`src/design/psba_pkg.sv`:
```
// Shared types, codes and constants of the page slot bitmap allocator.
package psba_pkg;

  localparam int unsigned PAGE_BYTES_DEF = 4096;
  localparam int unsigned WORD_BITS      = 64;
  localparam int unsigned MAX_SLOTS      = 4095;
  localparam int unsigned MAX_WORDS      = (MAX_SLOTS + WORD_BITS - 1) / WORD_BITS;
  localparam int unsigned REC_BYTES_RST  = 8;
  // divisor len*8+1 for a 12-bit length
  localparam int unsigned DIVISOR_W      = 15;

  typedef enum logic [2:0] {
    REQ_INSERT = 3'd0,
    REQ_DELETE = 3'd1,
    REQ_CHECK  = 3'd2,
    REQ_FIRST  = 3'd3,
    REQ_NEXT   = 3'd4
  } req_e;

  typedef enum logic [1:0] {
    STAT_OK    = 2'd0,
    STAT_FULL  = 2'd1,
    STAT_EMPTY = 2'd2,
    STAT_NONE  = 2'd3
  } stat_e;

  typedef struct packed {
    logic [2:0]  req_type;
    logic [11:0] slot_index;
  } req_t;

  typedef struct packed {
    logic [1:0]  status;
    logic [11:0] slot_out;
    logic        occupied;
    logic [11:0] data_offset;
    logic [11:0] slot_capacity;
  } rsp_t;

  typedef logic [11:0] cfg_t;

  // capacity unit status toward the control logic
  typedef struct packed {
    logic        busy;
    logic [11:0] cap;
  } div_sts_t;

endpackage

```
`src/design/psba_cap_div.sv`:
```
// Bit-serial divider computing the slot capacity from the record length.
module psba_cap_div #(
  parameter int unsigned PAGE_BYTES = psba_pkg::PAGE_BYTES_DEF
) (
  input  logic               clk_i,
  input  logic               rst_ni,
  input  logic               start_i,
  input  logic [11:0]        len_i,
  output psba_pkg::div_sts_t sts_o
);

  localparam int unsigned NUM  = PAGE_BYTES * 8;
  localparam int unsigned NW   = $clog2(NUM + 1);
  localparam int unsigned CW   = $clog2(NW);
  localparam int unsigned DW   = psba_pkg::DIVISOR_W;
  localparam int unsigned QRST = NUM / (psba_pkg::REC_BYTES_RST * 8 + 1);
  localparam int unsigned CRST = (QRST > psba_pkg::MAX_SLOTS) ? psba_pkg::MAX_SLOTS : QRST;
  localparam logic [NW-1:0] DIVIDEND = NW'(NUM);

  logic          busy_q, busy_d;
  logic [CW-1:0] cnt_q, cnt_d;
  logic [DW-1:0] rem_q, rem_d;
  logic [DW-1:0] dvs_q, dvs_d;
  logic [NW-1:0] quo_q, quo_d;
  logic [11:0]   cap_q, cap_d;

  logic [DW:0]   sh;
  logic          ge;
  logic [DW:0]   diff;

  assign sh   = {rem_q, DIVIDEND[cnt_q]};
  assign ge   = sh >= {1'b0, dvs_q};
  assign diff = sh - {1'b0, dvs_q};

  always_comb begin
    busy_d = busy_q;
    cnt_d  = cnt_q;
    rem_d  = rem_q;
    dvs_d  = dvs_q;
    quo_d  = quo_q;
    cap_d  = cap_q;
    if (start_i) begin
      busy_d = 1'b1;
      cnt_d  = CW'(NW - 1);
      rem_d  = '0;
      dvs_d  = DW'({len_i, 3'b000}) + DW'(1);
      quo_d  = '0;
    end else if (busy_q) begin
      rem_d = ge ? diff[DW-1:0] : sh[DW-1:0];
      quo_d = {quo_q[NW-2:0], ge};
      cnt_d = cnt_q - CW'(1);
      if (cnt_q == '0) begin
        busy_d = 1'b0;
        cap_d  = (32'(quo_d) > 32'(psba_pkg::MAX_SLOTS)) ? 12'(psba_pkg::MAX_SLOTS)
                                                         : 12'(quo_d);
      end
    end
  end

  always_ff @(posedge clk_i or negedge rst_ni) begin
    if (!rst_ni) begin
      busy_q <= 1'b0;
      cnt_q  <= '0;
      cap_q  <= 12'(CRST);
    end else begin
      busy_q <= busy_d;
      cnt_q  <= cnt_d;
      cap_q  <= cap_d;
    end
  end

  always_ff @(posedge clk_i) begin
    rem_q <= rem_d;
    dvs_q <= dvs_d;
    quo_q <= quo_d;
  end

  assign sts_o.busy = busy_q;
  assign sts_o.cap  = cap_q;

endmodule

```
`config.mk`:
```
export PLATFORM = sky130hd
export DESIGN_NAME = psba_cap_div
export DESIGN_NICKNAME = d
export VERILOG_FILES = /design/src/design/psba_pkg.sv /design/src/design/psba_cap_div.sv
export SDC_FILE = /design/constraint.sdc
export NUM_CORES = 1
export LEC_CHECK = 0
export BUFFER_PORTS_ARGS = -buffer_cell sky130_fd_sc_hd__buf_4
export CORE_ASPECT_RATIO = 0.7
export CORE_MARGIN = 4
export CORE_UTILIZATION = 60
export DETAILED_ROUTE_END_ITERATION = 8
export PLACE_DENSITY = 0.8
export SYNTH_ARGS = -nofsm -noshare
export SYNTH_HDL_FRONTEND = slang
export SYNTH_SLANG_ARGS = --single-unit
```
`constraint.sdc`:
```
create_clock -name clk_i -period 3.75 [get_ports clk_i]
set_clock_uncertainty 0.15 [all_clocks]
set_input_delay 0.9375 -clock clk_i [delete_from_list [all_inputs] [get_ports clk_i]]
set_output_delay 0.9375 -clock clk_i [all_outputs]
set_load 0.02 [all_outputs]
```
==> run metrics <==
setup ws final 0.851 ns; Tcrit/Tclk final 77.3%; CP endpoint kind flop; Hold Violations, Final 0; hold_buf cts 0; GRT Max-Usage Layer met2; Post-Syn Area 3060 um^2; CTS max path bufs 2; VDD IR max 0.000402 V; R2R Setup Slk 0.85 ns; Initial Util 62.9%; Diodes inserted 0; Worst-path clk slew 0.07 ns; Area Overhead vs Synth 14.4%; final-report max-slew violation count 0; DR iter-0 viols 126; Worst-Margin Slew 0.927 ns; clk_lat worst skew 0.35 ns; critical path startpoint category flop; post-synthesis compound-gate area fraction 18.5%; crit-path leading delay family simple AND/OR/NAND/NOR gates; via count 2321; synth top area cells dfxtp_1, edfxtp_1, dfrtp_1; GR Util met3 9.02%; Sum Neg Setup Slack 0 ns; largest stage delay on the critical path 0.47 ns; # rows 21; largest net degree at the start of global routing 43; EDFF count, synth 12; most frequent CP cell ha_1; crit path kind flop to flop; cts bufs inserted 9; CP max-delay cell nand3_2; Overall Global Routing Usage 21.6%; most common cell in the synthesized netlist nor2_1; DIE HEIGHT 67.7 um; syn_area_per_cell 10.1 um^2; FFs w/ async S/R, synth 28.8%; IO Pins 28; Hold Crit Class input port to asynchronous set/reset pin; sequential area share after synthesis 45.6%; Synth area leader dfxtp_1; CP required 3.86 ns; share of cells above drive strength 1 19.0%; Top FF cell, synth dfxtp_1; Yosys Warn Count 0; final net count 358; global-route wire length before repair 10400 um; R2R cell count 10; clk root buf clkbuf_8; H-tree depth 3; GP Congestion 0.839; RSZ-0062 raised after global routing false; share of the synthesized area in the top cell type 19.6%; CP Cell Sequence ha_1 > nand3_1 > inv_1 > ha_1 > nor4b_1 > nor3_1 > o211ai_2 > nand3_2 > a21bo_1 > a311oi_2; WL per Instance 15.1 um; largest family of logic cells by synthesized area compound AO/OA/AOI/OAI gates; WP data arrival 3.00 ns; vias in the first global route 2216; drt pass-1 iters 4; status finished clean; critical-path maximum fanout 21; leak pwr 1.57 nW; residual DRC count 0; setup bufs post-CTS 0; simple-gate share of the synthesized area 12.8%; Antenna Nets Post-Route 0; post-place setup slack 0.884 ns; count of buffers from port buffering 27; Mapped Nets 334; fmax 345 MHz; Pwr Density 701 nW/um^2; met2 GRT Util 30.0%; Vias/cell 5.79; antenna violations before repair 0; post-synthesis mux area share 7.70%; core area 4860 um^2; Post-synth top cells nor2_1, dfxtp_1, mux2i_1, inv_1, nand2_1; clock sink count 59; Relative slew margins 38.2%; post-DP HPWL 4180 um; final setup vio count 0; met1 Use GR 29.6%; synthesized instance count 303; total grt overflow 0; Cell variety after synth 62; final worst path period need 2.90 ns; CTS resizes 0; FF-to-FF Start cnt_q[0]$_DFFE_PN0P_; count of state elements after synthesis 59; Die ar. 6320 um^2; hold_ws 0.287 ns; CTS tree yes; worst reg2reg endpoint rem_q[2]$_SDFFE_PP0P_; Max-cap violations 0; Post-DP Area 3280 um^2; crit path buf inv count 1; Synth Area in Adders 6.55%; Pwr Total 2.45 mW; chip width 93.3 um; post-route cell area 3500 um^2; Post-Route WL 6060 um; Synth Area in XOR/XNOR 3.44%
-- registers in the layout, summed over array words and instances, names as in the netlist --
name    count
busy_q      1
dvs_q      12
rem_q      15
cap_q      12
cnt_q       4
quo_q      15
-- cell type report --
type                            count  area, um^2
Clock buffer                       11         163
Timing Repair Buffer               29         218
Tap cell                           69        86.3
Inverter                           22        82.6
Multi-Input combinational cell    206        1500
Clock inverter                      5        56.3
Fill cell                         372        1360
Sequential cell                    59        1390
-- worst max-delay path by stage --
stage | startpoint | to | slack (ns) | cells past startpoint
floorplan | cnt_q[0]$_DFFE_PN0P_ | rem_q[2]$_SDFFE_PP0P_ | 1.40 | 11
global placement | cnt_q[0]$_DFFE_PN0P_ | rem_q[2]$_SDFFE_PP0P_ | 1.00 | 10
detailed placement | cnt_q[0]$_DFFE_PN0P_ | rem_q[2]$_SDFFE_PP0P_ | 0.88 | 10
CTS | cnt_q[0]$_DFFE_PN0P_ | rem_q[2]$_SDFFE_PP0P_ | 0.83 | 10
global route | cnt_q[0]$_DFFE_PN0P_ | rem_q[11]$_SDFFE_PP0P_ | 0.57 | 10
finish | cnt_q[0]$_DFFE_PN0P_ | rem_q[2]$_SDFFE_PP0P_ | 0.85 | 10
-- metal layers --
layer	share of wire, %	vias to the layer above	routed length (um)
li1	-	1142	-
met1	49	1095	2990
met2	42	69	2560
met3	6.9	15	417
met4	1.6	0	96
met5	0	-	0
-- power by group --
| part | leakage [nW] | switching [mW] | internal, mW |
|---|---|---|---|
| sequential | 0.542 | 0.0913 | 0.757 |
| clock | 0.115 | 0.263 | 0.366 |
| combinational | 0.911 | 0.540 | 0.436 |
| total | 1.57 | 0.895 | 1.56 |
-- cells in the final DEF, fill, tap and decap left out, drive strengths merged, types with 11 or more instances in the layout --
cell,instances
a21oi,13
buf,29
clkbuf,11
dfrtp,11
dfxtp,30
edfxtp,12
ha,16
inv,23
mux2i,22
nand2,20
nor2,32
o21ai,12
o22a,12
-- cells by family after synthesis --
group | count (synthesis)
AND/OR/NAND/NOR | 82
AO/OA/AOI/OAI | 73
flip-flops | 59
buffers and inverters | 38
multiplexers | 23
adder cells (fa/ha/maj) | 16
XOR/XNOR | 12
-- per-stage QoR --
stage               instances  utilization, %
finish                    401            72.0
floorplan                 303               -
global placement          385            67.5
detailed placement        385            67.5
global route              401            72.0
CTS                       401            72.0
No activity file was read; power rests on OpenSTA's default activity.
